===== src/rtl/pgd_pkg.sv =====
package pgd_pkg;

   localparam int AXIS_W = 7;
   localparam int CSR_IDX_W = 3;
   localparam int Q24 = 16777216;

   localparam logic FUNC_DEPOSIT = 1'b0;
   localparam logic FUNC_READ    = 1'b1;

   localparam logic [CSR_IDX_W-1:0] CSR_GRID_SCALE = 3'd0;
   localparam logic [CSR_IDX_W-1:0] CSR_OFFSET_X   = 3'd1;
   localparam logic [CSR_IDX_W-1:0] CSR_OFFSET_Y   = 3'd2;
   localparam logic [CSR_IDX_W-1:0] CSR_OFFSET_Z   = 3'd3;
   localparam logic [CSR_IDX_W-1:0] CSR_NORM_SCALE = 3'd4;

   localparam logic [31:0] GRID_SCALE_RESET = 32'h0100_0000;
   localparam logic [31:0] NORM_SCALE_RESET = 32'h0001_0000;

   typedef struct packed {
      logic               func;
      logic [31:0]        pos_x;
      logic [31:0]        pos_y;
      logic [31:0]        pos_z;
      logic signed [23:0] particle_weight;
      logic [14:0]        cell_index;
   } pgd_req_type;

   typedef struct packed {
      logic signed [47:0] cell_value;
      logic               saturated;
   } pgd_rsp_type;

   typedef struct packed {
      logic                        func;
      logic [14:0]                 cell_index;
      logic signed [23:0]          particle_weight;
      logic [2:0][AXIS_W-1:0]      base;
      logic [2:0][3:0][23:0]       weight;
   } pgd_task_type;

   function automatic logic [23:0] div6(input logic [29:0] y);
      logic [60:0] p;
      p = 61'(y[29:1]) * 61'(32'hAAAA_AAAB);
      return 24'(p >> 33);
   endfunction

endpackage


===== src/rtl/pgd_queue.sv =====
module pgd_queue
   import pgd_pkg::*;
(
   input  logic         clock,
   input  logic         reset,
   input  logic         push,
   input  pgd_task_type push_data,
   output logic         full,
   input  logic         pop,
   output pgd_task_type head,
   output logic         empty
);

   pgd_task_type entry_ff [2];
   logic         wr_ptr_ff, wr_ptr_in;
   logic         rd_ptr_ff, rd_ptr_in;
   logic [1:0]   count_ff, count_in;

   assign full  = (count_ff == 2'd2);
   assign empty = (count_ff == 2'd0);
   assign head  = entry_ff[rd_ptr_ff];

   always_comb begin
      wr_ptr_in = wr_ptr_ff ^ push;
      rd_ptr_in = rd_ptr_ff ^ pop;
      count_in  = count_ff + 2'(push) - 2'(pop);
   end

   always_ff @(posedge clock) begin
      if (reset) begin
         wr_ptr_ff <= 1'b0;
         rd_ptr_ff <= 1'b0;
         count_ff  <= 2'd0;
      end else begin
         wr_ptr_ff <= wr_ptr_in;
         rd_ptr_ff <= rd_ptr_in;
         count_ff  <= count_in;
      end
   end

   always_ff @(posedge clock) begin
      if (push) begin
         entry_ff[wr_ptr_ff] <= push_data;
      end
   end

endmodule


===== config.mk =====
export PLATFORM = sky130hd
export DESIGN_NAME = pgd_queue
export DESIGN_NICKNAME = d
export VERILOG_FILES = /design/src/rtl/pgd_pkg.sv /design/src/rtl/pgd_queue.sv
export SDC_FILE = /design/constraint.sdc
export NUM_CORES = 1
export LEC_CHECK = 0
export BUFFER_PORTS_ARGS = -buffer_cell sky130_fd_sc_hd__buf_4
export CAP_MARGIN = 20
export CORE_AREA = 5 5 274 276
export DETAILED_ROUTE_END_ITERATION = 8
export DIE_AREA = 0 0 279 281
export GPL_TIMING_DRIVEN = 0
export HOLD_SLACK_MARGIN = 0.15
export SYNTH_ARGS = -nofsm -noshare
export SYNTH_HDL_FRONTEND = slang
export SYNTH_SLANG_ARGS = --single-unit
export TNS_END_PERCENT = 20

===== constraint.sdc =====
create_clock -name clock -period 10.9 [get_ports clock]
set_input_delay 0.545 -clock clock [delete_from_list [all_inputs] [get_ports clock]]
set_output_delay 0.545 -clock clock [all_outputs]
set_load 0.03 [all_outputs]

==> impl_metrics.py, run 1 <==
metrics = {
    "timing": {
        "rsz0062_at_grt": "false",
        "clock.fmax_ghz": 0.388,
        "finClkSkew_ns": 0.0211,
        "slew_violations": 0,
        "period_minus_slack_ns": 2.58,
        "finalSetupViolations": 0,
        "post-route-period-util_pct": 23.7,
        "hold_violations": 0,
        "relSlewSlack_pct": 64.1,
        "worst_pin_slew_ns": 0.538,
    },
    "run": {
        "drv_cap": 0,
    },
    "finish": {
        "area_growth_pct": 47.8,
        "drive_gt1_share_pct": 52.6,
        "stdcell_count": 3269,
        "nNetsFinal": 2607,
        "postLayoutCellArea_um2": 39500,
    },
    "yosys": {
        "synth_fa_ha_area_share_pct": 0.188,
        "syn_nets": 1462,
        "avgSynthCellArea_um2": 24.1,
        "yosys.area_share.simple_pct": 0.103,
        "synth-main-ff-cell": "edfxtp_1",
        "synthCells": 1105,
        "synth-compound-area-share_pct": 0,
        "synth_top_family_by_area": "multiplexers",
        "ys_seq_elements": 702,
        "synthTopCellsByArea": "edfxtp_1 (79%), mux2_4 (17%), mux2_2 (2.1%)",
        "ys_top_cells_by_count": "edfxtp_1 (698), mux2_4 (300), mux2_2 (49)",
        "synth.distinct_cells": 14,
        "yosysMostFrequentCell": "edfxtp_1",
        "synth_largest_area_cell": "edfxtp_1",
        "synth-xor-area-share_pct": 0.117,
        "yosysWarnings": 0,
        "synth_top_area_share_pct": 78.6,
        "muxShareOfSynthArea_pct": 18.9,
        "yosysSeqAreaShare_pct": 78.9,
        "synth-edff-count": 698,
        "async_flop_share_pct": 0,
        "synth_area_um2": 26700,
    },
    "global_route": {
        "grt_max_degree": 64,
        "antenna_found_initial": 6,
        "grt_pass1_vias": 16197,
        "grt_pass1_wl_mm": 99.2,
        "grt-ovfl-total": 0,
        "grt_util_all_layers_pct": 16.6,
    },
    "worst_setup_path": {
        "crit_fanout": 10,
        "path_class": "register to primary output",
        "cp-end-kind": "primary output",
        "r2r_cells": 5,
        "worstPathRequired_ns": 10.36,
        "start_kind": "register",
        "cp.arrival_ns": 2.03,
    },
    "clock_network": {
        "cts_made_buffers": 77,
        "hold_buffers": 350,
        "clockBufferDepth": 3,
        "postCtsSetupRepairBufs": 0,
        "cts_tree": "yes",
        "ctsResizeCount": 0,
        "clock_sinks": 702,
        "htreeDepth": 3,
        "clock_latency_ns": 0.60,
        "cts_root_buf": "clkbuf_16",
        "path_clk_slew_ns": 0.06,
    },
    "drt": {
        "wl_per_cell_um": 20.9,
        "drtIter0Drc": 743,
        "wirelength_mm": 68.4,
        "dr.pass1.iters": 4,
        "ant_nets": 0,
        "num_vias": 14642,
        "via_per_inst": 4.48,
        "drc": 0,
    },
    "pwr": {
        "vdd_drop_max_uv": 161,
        "leakage_nw": 15.5,
        "power.density_nw_per_um2": 176,
        "power_mw": 6.94,
    },
    "worst_hold_path": {
        "hold_depth": 3,
        "min_path_type": "primary input to register",
    },
    "floorplan": {
        "rows": 99,
        "fp.dieW_um": 279,
        "die_area_um2": 78400,
        "die_h_um": 281,
        "core_um2": 72300,
        "io_pins": 704,
        "start_util_pct": 36.9,
    },
    "placement": {
        "place_congestion": 0.774,
        "dpl_cell_area_um2": 33500,
        "numPortBuffers": 703,
        "dp.cells": 2780,
        "dp_hpwl_mm": 48.5,
    },
    "status": {
        "status": "finished clean",
    },
}
-- path summary, 6_finish.rpt --
path,end,slack [ns],startpoint
hold reg to reg,wr_ptr_ff,0.65,wr_ptr_ff
setup / recovery,head[38],8.32,rd_ptr_ff
hold / removal,rd_ptr_ff,0.24,pop
setup reg to reg,entry_ff[0][178],8.48,wr_ptr_ff
-- layout by cell type, fill, tap and decap left out, types with 5 or more instances in the layout --
cell             n
clkinv_1        15
buf_8           11
bufinv_16        5
edfxtp_1       698
mux2_2          49
clkbuf_16       79
mux2_4         300
buf_6           21
buf_16          12
buf_4          703
clkinv_2        11
clkbuf_1        13
dlygate4sd3_1  350
buf_2            5
clkinvlp_4       5
-- through the flow --
step           hold WS, ns  setup slack, ns   TNS, ns  util [%]
3_3_place_gp         0.558            -3.34  -2291.98      45.8
3_5_place_dp         0.606             8.23         0      46.4
5_1_grt              0.207             8.18         0      54.5
4_1_cts              0.190             8.19         0      54.5
2_1_floorplan        0.519             1.60         0         -
6_report             0.238             8.32         0      54.5
-- logic make-up (layout without fill, tap and decap cells) --
logic type,after synthesis,after routing
buf+inv,42,1243
fa+ha+maj,4,4
xor+xnor,2,2
other cells,0,4
mux,349,349
simple gates,6,6
flops,702,702
-- flip-flops by register name, indices dropped and copies added, names as in the netlist --
register   cells
count_ff       2
entry_ff     698
rd_ptr_ff      1
wr_ptr_ff      1
-- final cells by class --
class | count | area, um2
Inverter | 3 | 11.3
Clock buffer | 92 | 2030
Timing Repair Buffer | 1066 | 9130
Tap cell | 959 | 1200
Clock inverter | 43 | 375
Multi-Input combinational cell | 361 | 5190
Antenna cell | 4 | 10.0
Fill cell | 5713 | 32900
Sequential cell | 702 | 21000
Buffer | 39 | 467
-- power breakdown --
group	total [mW]	switching, mW	internal (mW)
Sequential	3.19	0.0374	3.16
Clock	2.47	1.02	1.45
Combinational	1.28	0.677	0.605
-- layer usage --
| metal | GRT usage, % | up-vias | share of wire (%) |
|---|---|---|---|
| met3 | 4.64 | 136 | 6.8 |
| met5 | 0 | - | 0.039 |
| met2 | 30.4 | 494 | 54 |
| met4 | 6.57 | 4 | 3.8 |
| met1 | 18.2 | 7285 | 36 |
| li1 | - | 6723 | - |
-- worst max-delay path, cell delays in order (launching register included) --
cell	delay (ns)
dfxtp_1	0.33
buf_6	0.15
buf_2	0.38
mux2_2	0.42
buf_4	0.18
Power figures use the tool's default switching activity.
==> run 2: changes to the inputs <==
--- a/config.mk
+++ b/config.mk
@@ -5,11 +5,12 @@
 export SDC_FILE = /design/constraint.sdc
 export NUM_CORES = 1
 export LEC_CHECK = 0
+export ABC_AREA = 1
 export BUFFER_PORTS_ARGS = -buffer_cell sky130_fd_sc_hd__buf_4
 export CAP_MARGIN = 20
-export CORE_AREA = 5 5 274 276
+export CORE_AREA = 5 5 272 274
 export DETAILED_ROUTE_END_ITERATION = 8
-export DIE_AREA = 0 0 279 281
+export DIE_AREA = 0 0 277 279
 export GPL_TIMING_DRIVEN = 0
 export HOLD_SLACK_MARGIN = 0.15
 export SYNTH_ARGS = -nofsm -noshare
==> constraint.sdc (replaced) <==
create_clock -name clock -period 2.3 [get_ports clock]
set_input_delay 0.115 -clock clock [delete_from_list [all_inputs] [get_ports clock]]
set_output_delay 0.115 -clock clock [all_outputs]
set_load 0.03 [all_outputs]
==> run 2 against run 1 <==
Effect of this change: highest routed layer is now met4; flip-flop and latch count stayed put; combinational power grew to 4.7 times the previous value; critical path depth stayed put; register-to-register slack worse by 8.3 ns; sequential power grew to 4.7 times the previous value; clock-buffer cell count is 2 higher; worst hold slack worse by 0.0081 ns; wire length is 0.36% lower; via count is 0.66% higher; synthesized cell count is 0.72% higher; design area hardly changed.
==> impl_metrics.py, run 2 <==
metrics = {
    "yosys": {
        "synth-main-ff-cell": "edfxtp_1",
        "yosysSeqAreaShare_pct": 78.8,
        "synth_largest_area_cell": "edfxtp_1",
        "synth.distinct_cells": 15,
        "syn_nets": 1470,
        "avgSynthCellArea_um2": 24.0,
        "synth_top_area_share_pct": 78.5,
        "synth_area_um2": 26700,
        "async_flop_share_pct": 0,
        "yosysWarnings": 0,
        "synthTopCellsByArea": "edfxtp_1 (79%), mux2_4 (17%), mux2_2 (2.1%)",
        "synthCells": 1113,
        "ys_seq_elements": 702,
        "yosysMostFrequentCell": "edfxtp_1",
        "ys_top_cells_by_count": "edfxtp_1 (698), mux2_4 (300), mux2_2 (49)",
        "synth-edff-count": 698,
    },
    "pwr": {
        "power.share.clock_pct": 35.1,
        "swShare_pct": 25.3,
        "p_comb_share_pct": 18.6,
        "power_mw": 32.7,
        "power.density_nw_per_um2": 829,
        "p_seq_share_pct": 46.3,
        "leakage_nw": 15.5,
        "power.switching_mw": 8.28,
        "vdd_drop_max_uv": 708,
        "internal_power_mw": 24.4,
    },
    "run": {
        "drv_cap": 0,
    },
    "floorplan": {
        "die_h_um": 279,
        "die_area_um2": 77300,
        "fp.dieW_um": 277,
        "io_pins": 704,
        "start_util_pct": 37.5,
        "core_um2": 71100,
        "rows": 98,
    },
    "finish": {
        "area_growth_pct": 47.7,
        "final_cell_mix": "buf_4 (703), edfxtp_1 (698), dlygate4sd3_1 (353)",
        "top_regs": "entry_ff x698, count_ff x2",
        "multi_input_area_um2": 5180,
        "drive_gt1_share_pct": 52.3,
        "largest-register": "entry_ff",
        "postLayoutCellArea_um2": 39400,
        "sequential_cell_area_um2": 21000,
        "fin_util_pct": 55.4,
        "layout_commonest_cell": "buf_4",
        "stdcell_count": 3268,
        "n_fill_cell": 5484,
        "largest_reg_flops": 698,
        "nNetsFinal": 2618,
    },
    "drt": {
        "num_vias": 14739,
        "wirelength_mm": 68.1,
        "drtIter0Drc": 714,
        "wl_per_cell_um": 20.8,
        "via_per_inst": 4.51,
        "ant_nets": 0,
        "dr.pass1.iters": 4,
        "drc": 0,
    },
    "timing": {
        "clock.fmax_ghz": 0.451,
        "relSlewSlack_pct": 70.3,
        "finalSetupViolations": 0,
        "rsz0062_at_grt": "true",
        "slew_violations": 0,
        "post-route-period-util_pct": 96.3,
        "hold_slack_ns": 0.230,
        "worst_pin_slew_ns": 0.445,
        "finClkSkew_ns": 0.0186,
        "hold_violations": 0,
        "period_minus_slack_ns": 2.22,
    },
    "clock_network": {
        "cts_made_buffers": 75,
        "cts_tree": "yes",
        "path_clk_slew_ns": 0.06,
        "htreeDepth": 3,
        "clockBufferDepth": 3,
        "clock_sinks": 702,
        "cts_root_buf": "clkbuf_16",
        "clock_latency_ns": 0.61,
    },
    "worst_hold_path": {
        "min_path_type": "primary input to register",
    },
    "placement": {
        "dp_hpwl_mm": 47.9,
        "dpl_cell_area_um2": 33500,
        "place_congestion": 0.783,
        "numPortBuffers": 703,
        "dp.cells": 2780,
    },
    "global_route": {
        "antenna_found_initial": 2,
        "grt_pass1_wl_mm": 100,
        "grt_max_degree": 62,
        "grt-ovfl-total": 0,
        "grt_pass1_vias": 16461,
        "grt_util_all_layers_pct": 16.9,
    },
    "status": {
        "status": "finished clean",
    },
    "worst_setup_path": {
        "crit_fanout": 10,
        "worstPathCellList": "buf_6 > buf_2 > mux2_2 > buf_4",
        "cp-end-kind": "primary output",
        "cp.arrival_ns": 2.10,
        "worstPathRequired_ns": 2.18,
        "start_kind": "register",
        "critPathSlowestCell": "mux2_2",
        "path_class": "register to primary output",
        "worst_path_largest_cell_delay_ns": 0.43,
    },
}
## run 2: repair_timing
item | CTS | global route
hold buffers | 353 | 0
hold endpoints to repair | 738 | 0
setup buffers | 1 | 0
gates resized for setup | 0 | 0
setup endpoints to repair | 15 | 14
## run 2: final timing paths
path	from	to	slack (ns)	cells after the start
hold / removal	push_data[159]	entry_ff[0][159]	0.23	2
hold reg to reg	count_ff[1]	count_ff[1]	0.58	3
setup / recovery	rd_ptr_ff	head[8]	0.08	4
setup reg to reg	wr_ptr_ff	entry_ff[0][211]	0.14	5
## run 2: cells by family after synthesis
logic type               count (synthesis)  synth area share [%]
flip-flops                             702                  78.8
multiplexers                           349                  18.9
buffers and inverters                   46                  1.85
AND/OR/NAND/NOR                         10                 0.145
adder cells (fa/ha/maj)                  4                 0.188
AO/OA/AOI/OAI                            1                0.0187
XOR/XNOR                                 1                0.0328
## run 2: layer usage
metal	share of wire [%]	GRT usage (%)
met5	0	0
met4	3.6	6.17
met3	7.9	6.33
met2	54	31.5
met1	34	17.4
## run 2: cell type report
cell class	instances	share of cell area [%]
Multi-Input combinational cell	365	13.2
Buffer	39	1.18
Clock buffer	94	5.00
Timing Repair Buffer	1071	23.3
Tap cell	950	3.02
Antenna cell	3	0.0190
Inverter	7	0.0667
Sequential cell	702	53.4
Clock inverter	37	0.901
## run 2: through the flow
step / worst slack [ns] / TNS [ns]
after CTS: -0.00445 / -0.00806
after global routing: -0.0320 / -0.184
final: 0.0844 / 0
after global placement: -2.58 / -1747.25
after detailed placement: -0.00665 / -0.125
after floorplan: -1.04 / -706.50
## run 2: critical path, delay by kind of cell, from the launching register on
| family | cells | cell delay (ns) |
|---|---|---|
| buffers and inverters | 3 | 0.73 |
| flip-flops | 1 | 0.32 |
| multiplexers | 1 | 0.43 |
## run 2: power by group through the flow
stage / clock, mW / combinational (mW) / sequential (mW)
global route: 12.4 / 6.36 / 15.2
global placement: 0 / 5.44 / 15.5
floorplan: 0 / 3.34 / 15.4
CTS: 11.8 / 6.16 / 15.1
detailed placement: 0 / 5.59 / 15.4
finish: 11.5 / 6.07 / 15.1
